===== config.mk =====
export PLATFORM = sky130hd
export DESIGN_NAME = online_kmeans_quantiser_unit
export DESIGN_NICKNAME = d
export VERILOG_FILES = /design/src/rtl/okq_pkg.sv /design/src/rtl/okq_centre_ram.sv /design/src/rtl/okq_divider.sv /design/src/rtl/okq_out_format.sv /design/src/rtl/online_kmeans_quantiser_unit.sv
export SDC_FILE = /design/constraint.sdc
export NUM_CORES = 2
export LEC_CHECK = 0
export BUFFER_PORTS_ARGS = -buffer_cell sky130_fd_sc_hd__clkbuf_2
export CAP_MARGIN = 0
export CORE_UTILIZATION = 45
export CTS_CLUSTER_DIAMETER = 30
export DETAILED_ROUTE_END_ITERATION = 7
export SLEW_MARGIN = 20
export SYNTH_ARGS = -nofsm -noshare
export SYNTH_HDL_FRONTEND = slang
export SYNTH_HIERARCHICAL = 1
export SYNTH_SLANG_ARGS = --single-unit

===== constraint.sdc =====
create_clock -name clk -period 18.4 [get_ports clk]
set_input_delay 3.68 -clock clk [delete_from_list [all_inputs] [get_ports clk]]
set_output_delay 3.68 -clock clk [all_outputs]
set_load 0.02 [all_outputs]

===== src/rtl/okq_pkg.sv =====
`timescale 1ns / 1ps
`default_nettype none

package okq_pkg;

	localparam int MAX_CLUSTERS = 12;
	localparam int IDX_W = $clog2(MAX_CLUSTERS);
	localparam int K_W = 4;
	localparam int CENTRE_W = 32;
	localparam int VOLT_W = 16;
	localparam int DIVIDEND_W = 32;

	typedef logic [IDX_W-1:0] idx_t;
	typedef logic [K_W-1:0] k_t;
	typedef logic signed [CENTRE_W-1:0] centre_t;

	// Configuration register indexes.
	typedef enum logic [2:0] {
		REG_NUM_CLUSTERS = 3'd0,
		REG_LEARN_RATE = 3'd1,
		REG_RESET_SPREAD = 3'd2,
		REG_SEMITONE_SNAP = 3'd3,
		REG_TRIGGER_GATED = 3'd4,
		REG_LEARN_ENABLE = 3'd5
	} reg_index_t;

	// Quotient and remainder of the spread step division.
	typedef struct packed {
		logic [DIVIDEND_W-1:0] quot;
		logic [K_W-1:0] rem;
	} div_result_t;

	// Request to the output formatter.
	typedef struct packed {
		logic valid;
		logic snap;
		centre_t centre;
	} fmt_req_t;

	localparam logic signed [VOLT_W-1:0] OUT_LIMIT = 16'sd20480;

endpackage

`default_nettype wire


===== src/rtl/okq_centre_ram.sv =====
`timescale 1ns / 1ps
`default_nettype none

module okq_centre_ram (
	input  wire logic             clk,
	input  wire logic             we,
	input  wire okq_pkg::idx_t    waddr,
	input  wire okq_pkg::centre_t wdata,
	input  wire logic             re,
	input  wire okq_pkg::idx_t    raddr,
	output okq_pkg::centre_t      rdata
);

	okq_pkg::centre_t mem [okq_pkg::MAX_CLUSTERS];

	always_ff @(posedge clk) begin
		if (we) begin
			mem[waddr] <= wdata;
		end
	end

	always_ff @(posedge clk) begin
		if (re) begin
			rdata <= mem[raddr];
		end
	end

endmodule

`default_nettype wire


===== src/rtl/okq_divider.sv =====
`timescale 1ns / 1ps
`default_nettype none

module okq_divider (
	input  wire logic                              clk,
	input  wire logic                              arst_n,
	input  wire logic                              start,
	input  wire logic [okq_pkg::DIVIDEND_W-1:0]    dividend,
	input  wire okq_pkg::k_t                       divisor,
	output okq_pkg::div_result_t                   result,
	output logic                                   done
);

	localparam int CNT_W = $clog2(okq_pkg::DIVIDEND_W);

	logic [okq_pkg::DIVIDEND_W-1:0] quo_q;
	okq_pkg::k_t rem_q;
	okq_pkg::k_t den_q;
	logic [CNT_W-1:0] cnt_q;
	logic busy_q;
	logic done_q;

	logic [okq_pkg::K_W:0] trial;
	logic fits;
	okq_pkg::k_t rem_next;

	// One restoring step per cycle, most significant dividend bit first.
	always_comb begin
		trial = {rem_q, quo_q[okq_pkg::DIVIDEND_W-1]};
		fits = (trial >= {1'b0, den_q});
		rem_next = fits ? okq_pkg::K_W'(trial - {1'b0, den_q}) : trial[okq_pkg::K_W-1:0];
	end

	always_ff @(posedge clk or negedge arst_n) begin
		if (!arst_n) begin
			quo_q <= '0;
			rem_q <= '0;
			den_q <= '0;
			cnt_q <= '0;
			busy_q <= 1'b0;
			done_q <= 1'b0;
		end else begin
			done_q <= 1'b0;
			if (start) begin
				quo_q <= dividend;
				rem_q <= '0;
				den_q <= divisor;
				cnt_q <= '0;
				busy_q <= 1'b1;
			end else if (busy_q) begin
				quo_q <= {quo_q[okq_pkg::DIVIDEND_W-2:0], fits};
				rem_q <= rem_next;
				cnt_q <= cnt_q + CNT_W'(1);
				if (cnt_q == CNT_W'(okq_pkg::DIVIDEND_W - 1)) begin
					busy_q <= 1'b0;
					done_q <= 1'b1;
				end
			end
		end
	end

	assign result.quot = quo_q;
	assign result.rem = rem_q;
	assign done = done_q;

endmodule

`default_nettype wire


===== src/rtl/okq_out_format.sv =====
`timescale 1ns / 1ps
`default_nettype none

module okq_out_format (
	input  wire logic                             clk,
	input  wire logic                             arst_n,
	input  wire okq_pkg::fmt_req_t                req,
	output logic                                  valid,
	output logic signed [okq_pkg::VOLT_W-1:0]     quantised
);

	// Reciprocal of 12 scaled by 2^22; exact for dividends below 2^19.
	localparam logic [18:0] RECIP12 = 19'd349526;
	localparam int OUT_MAG = 20480;

	logic [31:0] mag;
	logic [32:0] rnd_sum;
	logic [35:0] m12;
	logic [35:0] n_sum;

	logic vld_s1;
	logic neg_s1;
	logic snap_s1;
	logic [16:0] rnd_s1;
	logic [8:0] n_s1;

	logic [19:0] v;
	logic [38:0] recip_prod;
	logic [16:0] mag2;
	logic [14:0] sat;

	logic vld_s2;
	logic signed [okq_pkg::VOLT_W-1:0] q_s2;

	// Both roundings work on the magnitude so that ties go away from zero.
	always_comb begin
		mag = req.centre[31] ? (~req.centre + 32'd1) : req.centre;
		rnd_sum = {1'b0, mag} + 33'd32768;
		m12 = 36'({mag, 3'b000}) + 36'({mag, 2'b00});
		n_sum = m12 + 36'd67108864;
	end

	always_comb begin
		v = 20'({n_s1, 11'b0}) + 20'd6;
		recip_prod = 39'(v) * 39'(RECIP12);
		mag2 = snap_s1 ? recip_prod[38:22] : rnd_s1;
		sat = (mag2 > 17'(OUT_MAG)) ? 15'(OUT_MAG) : mag2[14:0];
	end

	always_ff @(posedge clk or negedge arst_n) begin
		if (!arst_n) begin
			vld_s1 <= 1'b0;
			neg_s1 <= 1'b0;
			snap_s1 <= 1'b0;
			rnd_s1 <= '0;
			n_s1 <= '0;
			vld_s2 <= 1'b0;
			q_s2 <= '0;
		end else begin
			vld_s1 <= req.valid;
			if (req.valid) begin
				neg_s1 <= req.centre[31];
				snap_s1 <= req.snap;
				rnd_s1 <= rnd_sum[32:16];
				n_s1 <= n_sum[35:27];
			end
			vld_s2 <= vld_s1;
			if (vld_s1) begin
				q_s2 <= neg_s1 ? -$signed({1'b0, sat}) : $signed({1'b0, sat});
			end
		end
	end

	assign valid = vld_s2;
	assign quantised = q_s2;

endmodule

`default_nettype wire


===== src/rtl/online_kmeans_quantiser_unit.sv =====
// An accepted item runs through the search (one memory read per active centre), then,
// when the centre learns, ST_MUL and ST_WRITE, then the output formatter and ST_FINISH.
// One item at a time: the next is taken only back in ST_IDLE, and later still while the
// result before is stalled. A respread (change of K or a button edge) first runs the 32
// step serial divider for the spread step, then a write sweep over the centre memory.
// After reset a spread pass fills the memory; no item is accepted until it ends.
`timescale 1ns / 1ps
`default_nettype none

module online_kmeans_quantiser_unit (
	input  wire logic                             clk,
	input  wire logic                             arst_n,
	input  wire logic                             wr_en,
	input  wire logic [2:0]                       wr_index,
	input  wire logic [19:0]                      wr_data,
	input  wire logic                             item_valid,
	output logic                                  item_stall,
	input  wire logic signed [okq_pkg::VOLT_W-1:0] sample,
	input  wire logic signed [okq_pkg::VOLT_W-1:0] trigger_level,
	input  wire logic                             reset_button,
	output logic                                  result_valid,
	input  wire logic                             result_stall,
	output logic signed [okq_pkg::VOLT_W-1:0]     quantised,
	output logic [3:0]                            winner_index
);

	typedef enum logic [3:0] {
		ST_DIV_GO,
		ST_DIV_WAIT,
		ST_SPREAD,
		ST_IDLE,
		ST_SEARCH,
		ST_MUL,
		ST_WRITE,
		ST_FMT_GO,
		ST_FMT_WAIT,
		ST_FINISH
	} state_t;

	localparam okq_pkg::k_t RESET_K = 4'd6;
	localparam logic [14:0] RESET_SPREAD = 15'd10240;
	localparam logic signed [okq_pkg::VOLT_W-1:0] TRIG_HIGH = 16'sd2048;
	localparam logic signed [okq_pkg::VOLT_W-1:0] TRIG_LOW = 16'sd204;
	localparam okq_pkg::idx_t LAST_IDX = okq_pkg::IDX_W'(okq_pkg::MAX_CLUSTERS - 1);

	// Configuration registers.
	logic [3:0] num_clusters_q;
	logic [19:0] learn_rate_q;
	logic [14:0] reset_spread_q;
	logic semitone_snap_q;
	logic trigger_gated_q;
	logic learn_enable_q;

	always_ff @(posedge clk or negedge arst_n) begin
		if (!arst_n) begin
			num_clusters_q <= RESET_K;
			learn_rate_q <= 20'd6664;
			reset_spread_q <= RESET_SPREAD;
			semitone_snap_q <= 1'b0;
			trigger_gated_q <= 1'b0;
			learn_enable_q <= 1'b1;
		end else if (wr_en) begin
			unique case (wr_index)
				okq_pkg::REG_NUM_CLUSTERS: num_clusters_q <= wr_data[3:0];
				okq_pkg::REG_LEARN_RATE: learn_rate_q <= wr_data;
				okq_pkg::REG_RESET_SPREAD: reset_spread_q <= wr_data[14:0];
				okq_pkg::REG_SEMITONE_SNAP: semitone_snap_q <= wr_data[0];
				okq_pkg::REG_TRIGGER_GATED: trigger_gated_q <= wr_data[0];
				okq_pkg::REG_LEARN_ENABLE: learn_enable_q <= wr_data[0];
				default: ;
			endcase
		end
	end

	state_t state_q;
	logic init_q;
	okq_pkg::k_t prev_k_q;
	okq_pkg::k_t k_q;
	okq_pkg::k_t spr_k_q;
	logic [14:0] spr_s_q;
	logic schmitt_q;
	logic btn_q;
	logic upd_q;
	logic signed [okq_pkg::VOLT_W-1:0] sample_q;
	logic [31:0] step_q_q;
	okq_pkg::k_t step_r_q;
	logic [31:0] q_acc_q;
	okq_pkg::k_t r_acc_q;
	okq_pkg::idx_t spr_idx_q;
	okq_pkg::k_t srch_q;
	logic [32:0] best_d_q;
	okq_pkg::idx_t best_idx_q;
	okq_pkg::centre_t best_c_q;
	logic signed [53:0] prod_q;
	logic result_valid_q;
	logic signed [okq_pkg::VOLT_W-1:0] quantised_q;
	logic [3:0] winner_q;

	// Active K, respread request and trigger stage for the item on the input.
	okq_pkg::k_t k_w;
	logic respread_w;
	logic schmitt_next;
	logic fire_w;
	logic learn_w;

	always_comb begin
		if (num_clusters_q < 4'd2) begin
			k_w = 4'd2;
		end else if (num_clusters_q > okq_pkg::K_W'(okq_pkg::MAX_CLUSTERS)) begin
			k_w = okq_pkg::K_W'(okq_pkg::MAX_CLUSTERS);
		end else begin
			k_w = num_clusters_q;
		end
		respread_w = (k_w != prev_k_q) || (reset_button && !btn_q);
		schmitt_next = schmitt_q;
		fire_w = 1'b1;
		if (trigger_gated_q) begin
			fire_w = 1'b0;
			if (schmitt_q) begin
				if (trigger_level <= TRIG_LOW) begin
					schmitt_next = 1'b0;
				end
			end else if (trigger_level >= TRIG_HIGH) begin
				schmitt_next = 1'b1;
				fire_w = 1'b1;
			end
		end
		learn_w = fire_w && learn_enable_q && (learn_rate_q != 20'd0);
	end

	// Divider for the spread step 2*S / (K - 1).
	logic div_start;
	okq_pkg::div_result_t div_res;
	logic div_done;
	okq_pkg::k_t den_w;

	assign den_w = spr_k_q - 4'd1;
	assign div_start = (state_q == ST_DIV_GO);

	okq_divider u_div (
		.clk(clk),
		.arst_n(arst_n),
		.start(div_start),
		.dividend({spr_s_q, 17'b0}),
		.divisor(den_w),
		.result(div_res),
		.done(div_done)
	);

	// Spread sweep arithmetic.
	logic [32:0] spread_c;
	logic [okq_pkg::K_W:0] r_sum;
	logic r_wrap;

	always_comb begin
		spread_c = {1'b0, q_acc_q} - {2'b0, spr_s_q, 16'b0};
		r_sum = {1'b0, r_acc_q} + {1'b0, step_r_q};
		r_wrap = (r_sum >= {1'b0, den_w});
	end

	// Search distance and learning arithmetic.
	logic signed [31:0] x_w;
	okq_pkg::centre_t rd_data;
	logic signed [32:0] diff_s;
	logic [32:0] dist_w;
	okq_pkg::idx_t cmp_idx;
	logic signed [32:0] diff_best;
	logic signed [53:0] prod_w;
	logic [53:0] pmag;
	logic [53:0] pround;
	logic signed [33:0] delta_mag;
	logic signed [33:0] delta;
	logic signed [33:0] newc_wide;
	okq_pkg::centre_t newc;

	always_comb begin
		x_w = {sample_q, 16'b0};
		diff_s = {x_w[31], x_w} - {rd_data[31], rd_data};
		dist_w = diff_s[32] ? 33'(-diff_s) : 33'(diff_s);
		cmp_idx = okq_pkg::IDX_W'(srch_q - 4'd1);
		diff_best = {x_w[31], x_w} - {best_c_q[31], best_c_q};
		prod_w = diff_best * $signed({1'b0, learn_rate_q});
		pmag = prod_q[53] ? 54'(-prod_q) : 54'(prod_q);
		pround = pmag + 54'd8388608;
		delta_mag = $signed({4'b0, pround[53:24]});
		delta = prod_q[53] ? -delta_mag : delta_mag;
		newc_wide = {{2{best_c_q[31]}}, best_c_q} + delta;
		if (newc_wide > 34'sd2147483647) begin
			newc = 32'sh7FFFFFFF;
		end else if (newc_wide < -34'sd2147483648) begin
			newc = 32'sh80000000;
		end else begin
			newc = newc_wide[31:0];
		end
	end

	// Centre memory ports.
	logic ram_we;
	okq_pkg::idx_t ram_waddr;
	okq_pkg::centre_t ram_wdata;
	logic ram_re;
	okq_pkg::idx_t ram_raddr;

	always_comb begin
		ram_we = 1'b0;
		ram_waddr = spr_idx_q;
		ram_wdata = '0;
		if (state_q == ST_SPREAD) begin
			ram_we = 1'b1;
			ram_wdata = ({1'b0, spr_idx_q} < {1'b0, spr_k_q}) ? spread_c[31:0] : '0;
		end else if (state_q == ST_WRITE) begin
			ram_we = 1'b1;
			ram_waddr = best_idx_q;
			ram_wdata = newc;
		end
		ram_re = (state_q == ST_SEARCH) && (srch_q < k_q);
		ram_raddr = okq_pkg::IDX_W'(srch_q);
	end

	okq_centre_ram u_ram (
		.clk(clk),
		.we(ram_we),
		.waddr(ram_waddr),
		.wdata(ram_wdata),
		.re(ram_re),
		.raddr(ram_raddr),
		.rdata(rd_data)
	);

	// Output rounding, snap and saturation.
	okq_pkg::fmt_req_t fmt_req;
	logic fmt_valid;
	logic signed [okq_pkg::VOLT_W-1:0] fmt_q;

	always_comb begin
		fmt_req.valid = (state_q == ST_FMT_GO);
		fmt_req.snap = semitone_snap_q;
		fmt_req.centre = best_c_q;
	end

	okq_out_format u_fmt (
		.clk(clk),
		.arst_n(arst_n),
		.req(fmt_req),
		.valid(fmt_valid),
		.quantised(fmt_q)
	);

	always_ff @(posedge clk or negedge arst_n) begin
		if (!arst_n) begin
			state_q <= ST_DIV_GO;
			init_q <= 1'b1;
			prev_k_q <= RESET_K;
			k_q <= RESET_K;
			spr_k_q <= RESET_K;
			spr_s_q <= RESET_SPREAD;
			schmitt_q <= 1'b0;
			btn_q <= 1'b0;
			upd_q <= 1'b0;
			sample_q <= '0;
			step_q_q <= '0;
			step_r_q <= '0;
			q_acc_q <= '0;
			r_acc_q <= '0;
			spr_idx_q <= '0;
			srch_q <= '0;
			best_d_q <= '0;
			best_idx_q <= '0;
			best_c_q <= '0;
			prod_q <= '0;
			result_valid_q <= 1'b0;
			quantised_q <= '0;
			winner_q <= '0;
		end else begin
			if (result_valid_q && !result_stall && (state_q != ST_FINISH)) begin
				result_valid_q <= 1'b0;
			end
			unique case (state_q)
				ST_DIV_GO: begin
					state_q <= ST_DIV_WAIT;
				end
				ST_DIV_WAIT: begin
					if (div_done) begin
						step_q_q <= div_res.quot;
						step_r_q <= div_res.rem;
						q_acc_q <= '0;
						r_acc_q <= den_w >> 1;
						spr_idx_q <= '0;
						state_q <= ST_SPREAD;
					end
				end
				ST_SPREAD: begin
					// Running quotient and remainder of 2*S*i/(K-1), rounded.
					if (r_wrap) begin
						r_acc_q <= okq_pkg::K_W'(r_sum - {1'b0, den_w});
						q_acc_q <= q_acc_q + step_q_q + 32'd1;
					end else begin
						r_acc_q <= r_sum[okq_pkg::K_W-1:0];
						q_acc_q <= q_acc_q + step_q_q;
					end
					spr_idx_q <= spr_idx_q + okq_pkg::IDX_W'(1);
					if (spr_idx_q == LAST_IDX) begin
						init_q <= 1'b0;
						srch_q <= '0;
						state_q <= init_q ? ST_IDLE : ST_SEARCH;
					end
				end
				ST_IDLE: begin
					if (item_valid) begin
						sample_q <= sample;
						k_q <= k_w;
						prev_k_q <= k_w;
						spr_k_q <= k_w;
						spr_s_q <= reset_spread_q;
						btn_q <= reset_button;
						schmitt_q <= schmitt_next;
						upd_q <= learn_w;
						srch_q <= '0;
						state_q <= respread_w ? ST_DIV_GO : ST_SEARCH;
					end
				end
				ST_SEARCH: begin
					// Read data is registered, so it arrives in the cycle after its address.
					if (srch_q != 4'd0) begin
						if ((srch_q == 4'd1) || (dist_w < best_d_q)) begin
							best_d_q <= dist_w;
							best_idx_q <= cmp_idx;
							best_c_q <= rd_data;
						end
					end
					srch_q <= srch_q + 4'd1;
					if (srch_q == k_q) begin
						state_q <= upd_q ? ST_MUL : ST_FMT_GO;
					end
				end
				ST_MUL: begin
					prod_q <= prod_w;
					state_q <= ST_WRITE;
				end
				ST_WRITE: begin
					best_c_q <= newc;
					state_q <= ST_FMT_GO;
				end
				ST_FMT_GO: begin
					state_q <= ST_FMT_WAIT;
				end
				ST_FMT_WAIT: begin
					if (fmt_valid) begin
						state_q <= ST_FINISH;
					end
				end
				ST_FINISH: begin
					if (!result_valid_q || !result_stall) begin
						result_valid_q <= 1'b1;
						quantised_q <= fmt_q;
						winner_q <= 4'(best_idx_q);
						state_q <= ST_IDLE;
					end
				end
				default: begin
					state_q <= ST_IDLE;
				end
			endcase
		end
	end

	assign item_stall = (state_q != ST_IDLE);
	assign result_valid = result_valid_q;
	assign quantised = quantised_q;
	assign winner_index = winner_q;

`ifndef SYNTHESIS
	a_winner_in_range: assert property (@(posedge clk) disable iff (!arst_n)
		result_valid |-> (winner_index < k_q))
		else $error("winner index beyond the active centre count");

	a_output_saturated: assert property (@(posedge clk) disable iff (!arst_n)
		result_valid |-> ((quantised <= okq_pkg::OUT_LIMIT) && (quantised >= -okq_pkg::OUT_LIMIT)))
		else $error("quantised output outside the saturation range");

	a_write_in_range: assert property (@(posedge clk) disable iff (!arst_n)
		ram_we |-> (ram_waddr <= LAST_IDX))
		else $error("centre memory write beyond its depth");

	a_no_accept_while_busy: assert property (@(posedge clk) disable iff (!arst_n)
		(state_q == ST_SEARCH) |-> item_stall)
		else $error("input open while the search runs");
`endif

endmodule

`default_nettype wire


* Word-level counts from Yosys, hierarchy flattened
Memories as Yosys holds them, arrays and structs flattened. A register that Yosys moved wholly into a read port is not among the register bits.
Cells that the tools add are included.
** Word-level totals
- Flip-flop bits (word level) :: 402
- Bits in writable memories :: 384
- Input port bits :: 61
- Output and inout port bits :: 22
- Logic and storage cells :: 210
- Memories kept :: 1
** Operators by class
- $add $sub $neg :: 24
- $mul :: 2
- $lt $le $gt $ge :: 12
- Equality and inequality tests :: 29
- Multiplexer cells :: 65
- Bitwise operators :: 1
- Reduce and logical (&&, ||, !) cells :: 36
** Memories
- u_ram.mem :: words 12, bits a word 32, read ports 1, clocked after memory_dff 1, write ports 1, line okq_centre_ram.sv:14 : okq_pkg::centre_t mem [okq_pkg::MAX_CLUSTERS];
** Operator list (count)
- 2-to-1 mux 32 bit :: 12
- case mux 32 bit (2 select lines) :: 2
- 2-to-1 mux 4 bit :: 18
- subtractor 32 x 32 -> 33 bit :: 2
- adder 32 x 1 -> 32 bit (second input constant) :: 2
- adder 54 x 24 -> 54 bit (second input constant) :: 1
- multiplier 33 x 21 -> 54 bit :: 1
- 2-to-1 mux 54 bit :: 1
- negator 54 bit :: 1
- case mux 4 bit (10 select lines) :: 1
- multiplier 20 x 18 -> 38 bit (second input constant) :: 1
- adder 35 x 34 -> 36 bit :: 1
- adder 36 x 27 -> 36 bit (second input constant) :: 1
- adder 34 bit :: 1
- > comparator 34 x 32 -> 1 bit (second input constant) :: 1
- less-than comparator 34 x 32 -> 1 bit (second input constant) :: 1
- 2-to-1 mux 34 bit :: 1
- negator 30 -> 34 bit :: 1
- adder 32 x 16 -> 33 bit (second input constant) :: 1
- less-than comparator 33 bit :: 1
- 2-to-1 mux 33 bit :: 1
- negator 33 bit :: 1
- adder 32 bit :: 1
- inverter 32 bit :: 1
- other kinds (50) :: 114

* Depth between registers and ports, before layout
- Word-level depth :: 11
- Mapped depth :: 43
- Mapped depth without buffers :: 42

* Modules after synthesis
The synthesis kept the hierarchy.
** Modules (own cells, without submodules)
- online_kmeans_quantiser_unit :: instances 1, cells an instance 5344, area each 47212.8 µm², sequential area each 7749.9 µm²
- okq_centre_ram :: instances 1, cells an instance 664, area each 15493.6 µm², sequential area each 12492.0 µm²
- okq_out_format :: instances 1, cells an instance 932, area each 8281.7 µm², sequential area each 1151.1 µm²
- okq_divider :: instances 1, cells an instance 224, area each 2322.2 µm², sequential area each 1176.1 µm²

* Least setup slack after synthesis
Ideal clock, no wire load.
- Path type :: reg2reg
- From :: register best_c_q[0]
- To :: register prod_q[53]
- Setup time :: 0.133 ns
- Arrival time :: 9.529 ns
- Setup slack :: 8.738 ns
- Stages on the path, launching flop included :: 42
- Clock period less this slack :: 9.662 ns
- Cell sequence :: dfrtp_1 clkbuf_1 inv_1 ha_1 nand2_1 o21bai_1 a21oi_1 o21bai_1 a21oi_1 o21ai_0 o41ai_1 o311a_1 a21oi_1 a21oi_1 o21ai_0 mux2i_1 clkbuf_1 and2_1 [... 6 more ...] inv_1 fa_1 inv_1 fa_1 fa_1 ha_1 a21o_1 a21o_1 a21o_1 a21oi_1 nor2b_1 o21ai_0 nand2b_1 a21oi_1 o21ai_0 a31oi_1 xnor2_1 o21ai_0
** Between the ends
- Longest elaborated chain between the ends :: 2
** Ends and longest elaborated chain
- from (decl) :: line online_kmeans_quantiser_unit.sv:93 : okq_pkg::centre_t best_c_q;
- from (signal assigned) :: line online_kmeans_quantiser_unit.sv:328 : best_c_q <= rd_data;
- from (signal assigned) :: line online_kmeans_quantiser_unit.sv:341 : best_c_q <= newc;
- subtractor 32 x 32 -> 33 bit :: line online_kmeans_quantiser_unit.sv:181 : diff_best = {x_w[31], x_w} - {best_c_q[31], best_c_q};
- multiplier 33 x 21 -> 54 bit :: line online_kmeans_quantiser_unit.sv:182 : prod_w = diff_best * $signed({1'b0, learn_rate_q});
- to (signal assigned) :: line online_kmeans_quantiser_unit.sv:337 : prod_q <= prod_w;
- to (decl) :: line online_kmeans_quantiser_unit.sv:94 : logic signed [53:0] prod_q;
No other way between the ends.
A chain may end at the register's enable or synchronous reset.

* Worst setup path in the final report
- From :: register best_c_q[3]
- To :: register prod_q[53]
Same word-level chain as after synthesis.

==> flow_summary.yaml <==
sta:
  holdWs_ps: 478
  max-slew-margin-rel: 0.231
  clock_skew_ps: 104
  max_freq_mhz: 89.7
  setup_ws_ps: 7250
  rsz0062_at_grt: "false"
  finalCriticalPeriod_ps: 11150
  fin_setup_tns_ps: 0
  setup_viol: 0
  period_share: 0.606
  tightest_slew_ps: 1150
  drv_slew: 0
  timing_hold_violations_final: 0
cells_and_area:
  layout-drive-gt1-share: 0.123
  fin_util: 0.515
  final_area_um2: 83000
  area_growth_pct: 13.2
  fin_cells: 9539
  nets: 8465
detailed_routing:
  drt_iter0_markers: 3985
  drtPass1Iterations: 5
  viasPerCell: 5.60
  wl_per_cell_um: 20.7
  num_vias: 53400
  totalWireLength_um: 197000
  postRouteAntennaNets: 0
  drc_errors: 0
setup_path:
  crit_path_max_fanout: 25
  r2r_start: "best_c_q[3]$_DFFE_PN0P_"
  crit_required_ps: 19010
  r2r_setup_slack_ps: 7250
  reg2reg_depth: 39
  critPathMaxStageDelay_ps: 1020
  crit_start: "best_c_q[3]$_DFFE_PN0P_"
  reg2reg_to: "prod_q[53]$_DFFE_PN0P_"
  crit_end: "prod_q[53]$_DFFE_PN0P_"
  crit_path_start_kind: "register"
  slowest_stage: "fa_1"
  cp_common_cell: "fa_1"
  arrival_ps: 11770
  worstSetupPathType: "register to register"
  crit_path_end_kind: "register"
synthesis:
  synth_edf_count: 416
  synth_compound_area_frac: 0.108
  synth_top_flop_cell: "edfxtp_1"
  netlist.area_leader.share: 0.191
  yosysTopAreaCell: "fa_1"
  yosysSeqAreaShare: 0.308
  synth-simple-area-share: 0.133
  yosys.area_share.adder: 0.275
  synthTopCellsByArea: "fa_1, edfxtp_1, dfrtp_1"
  synth_seq_cells: 818
  yosysUniqueCellTypes: 123
  synth_mux_area_frac: 0.0620
  synth_xor_area_frac: 0.0481
  ys_warn_count: 6
  synth_top_family_by_area: "adder cells"
  syn_avg_cell_area_um2: 10.2
  syn_inst: 7164
  netlist_area_um2: 73300
  async_reset_ff_frac: 0.491
placed_design:
  numPlacedInstances: 9177
  dpl.hpwl_um: 147000
  dp_slack_ps: 7280
  place.gp.congestion: 0.941
  port_buffers: 82
  place_area_um2: 76100
clock_network:
  ctsHoldBuffers: 0
  numClockSinks: 818
  path_clk_slew_ps: 40
  cts-root-buf: "clkbuf_16"
  cts_repair_resize_count: 0
  cts_buffer_depth: 3
  cts_buffers: 188
  htreeDepth: 4
  cts_tree: "done"
  clock_latency_ps: 820
  postCtsSetupRepairBufs: 0
die:
  ioPinCount: 83
  start_util: 0.455
  dieWidth_um: 406
  rows: 147
  die_h_um: 406
  core_um2: 161000
  design.die.area_um2: 165000
power:
  p_per_area_nw_per_um2: 68.2
  leakage_nw: 37.0
  peakVddDrop_mv: 0.125
  p_total_mw: 5.66
global_route:
  grt_pass1_vias: 54600
  track_usage: 0.244
  grt_max_degree: 147
  grt_pass1_wl_um: 312000
  grt-ovfl-total: 0
  antenna_found_initial: 12
run:
  drv_cap: 0
min_path:
  worstHoldPathType: "register to register"
outcome:
  status: "complete, no violations"
==> worst max-delay path: cells and delay by family, from the launching register on <==
kind | cells | cell delay (ps)
flip-flops | 1 | 490
AO/OA/AOI/OAI | 19 | 3580
buffers and inverters | 5 | 750
adder cells (fa/ha/maj) | 8 | 4440
multiplexers | 1 | 120
AND/OR/NAND/NOR | 5 | 1490
XOR/XNOR | 1 | 140
==> kinds of logic (layout without fill, tap and decap cells) <==
| kind of cell | Yosys count | after routing |
|---|---|---|
| adders and majority gates | 1193 | 1193 |
| and+or+nand+nor | 1981 | 1981 |
| AOI/OAI and AO/OA | 1186 | 1186 |
| buffers and inverters | 1232 | 1427 |
| other | 1 | 21 |
| muxes | 352 | 352 |
| xor gates and xnor gates | 401 | 401 |
| DFF | 818 | 818 |
==> worst min path at each step <==
stage          slack, ps                         endpoint  depth (start not counted)                             from
2_1_floorplan        450   u_fmt/quantised[1]$_DFFE_PN0P_                          1   u_fmt/quantised[1]$_DFFE_PN0P_
3_3_place_gp         470           prod_q[17]$_DFFE_PN0P_                          2           prod_q[17]$_DFFE_PN0P_
3_5_place_dp         470  u_fmt/quantised[11]$_DFFE_PN0P_                          2  u_fmt/quantised[11]$_DFFE_PN0P_
4_1_cts              480  u_fmt/quantised[11]$_DFFE_PN0P_                          2  u_fmt/quantised[11]$_DFFE_PN0P_
5_1_grt              500               init_q$_DFFE_PN1P_                          1               init_q$_DFFE_PN1P_
6_report             480  u_fmt/quantised[11]$_DFFE_PN0P_                          2  u_fmt/quantised[11]$_DFFE_PN0P_
==> state kept, by name, indices dropped and copies added (netlist names), 5 cells and up <==
| signal | count |
|---|---|
| best_c_q | 32 |
| best_d_q | 33 |
| learn_rate_q | 20 |
| prod_q | 54 |
| q_acc_q | 32 |
| quantised | 16 |
| reset_spread_q | 15 |
| sample_q | 16 |
| spr_s_q | 15 |
| step_q_q | 32 |
| u_div/cnt_q | 5 |
| u_div/quo_q | 32 |
| u_fmt/n_s1 | 9 |
| u_fmt/quantised | 16 |
| u_fmt/rnd_s1 | 17 |
| u_ram/mem | 384 |
| u_ram/rdata | 32 |
==> layout make-up <==
class,count,area (µm²)
clock buffer,227,5030
inverter,882,3310
timing repair buffer,192,1270
clock inverter,126,1760
antenna,4,10.0
multi-input combinational,5130,46300
sequential,818,22600
fill,14500,78100
tap,2160,2700
==> placed cells by master (no fill, tap or decap), drive strengths merged, types with 29 or more instances in the layout <==
| master | netlist | layout |
|---|---|---|
| inv | 881 | 893 |
| nand2 | 749 | 749 |
| fa | 699 | 699 |
| ha | 493 | 493 |
| edfxtp | 416 | 416 |
| dfrtp | 388 | 388 |
| o21ai | 336 | 336 |
| and2 | 312 | 312 |
| clkbuf | 290 | 309 |
| nor2 | 277 | 277 |
| xnor2 | 260 | 260 |
| a21oi | 248 | 248 |
| nand3 | 175 | 175 |
| mux2 | 174 | 174 |
| xor2 | 140 | 140 |
| a21o | 115 | 115 |
| mux2i | 114 | 114 |
| buf | 59 | 110 |
| nor3 | 97 | 97 |
| mux4 | 64 | 64 |
| o211ai | 64 | 64 |
| clkinv | 1 | 63 |
| nand2b | 62 | 62 |
| o21a | 45 | 45 |
| nor2b | 45 | 45 |
| or3 | 42 | 42 |
| nand4 | 41 | 41 |
| o221ai | 41 | 41 |
| o31ai | 40 | 40 |
| nor4 | 40 | 40 |
| a31oi | 38 | 38 |
| a22oi | 37 | 37 |
| and3 | 33 | 33 |
| o21bai | 32 | 32 |
| or2 | 31 | 31 |
| bufinv | 0 | 29 |
==> report_power, final <==
| group | switching [mW] | internal [mW] | total [mW] |
|---|---|---|---|
| combinational | 0.147 | 0.0427 | 0.189 |
| sequential | 0.0290 | 1.94 | 1.97 |
| clock | 1.13 | 2.37 | 3.50 |
| total | 1.31 | 4.35 | 5.66 |
==> per-layer routing <==
| layer | global-route usage | vias up | part of all wire |
|---|---|---|---|
| met5 | 0 | - | 0 |
| met4 | 0.0681 | 0 | 0.025 |
| met3 | 0.0354 | 280 | 0.058 |
| met2 | 0.390 | 1503 | 0.46 |
| met1 | 0.346 | 27100 | 0.45 |
| li1 | - | 24500 | - |
==> synthesized netlist by cell type (all sizes together) (248+ instances only) <==
| cell | number |
|---|---|
| o21ai | 336 |
| and2 | 312 |
| dfrtp | 388 |
| clkbuf | 290 |
| nand2 | 749 |
| xnor2 | 260 |
| a21oi | 248 |
| ha | 493 |
| inv | 881 |
| fa | 699 |
| nor2 | 277 |
| edfxtp | 416 |
No activity file was read; power rests on OpenSTA's default activity.
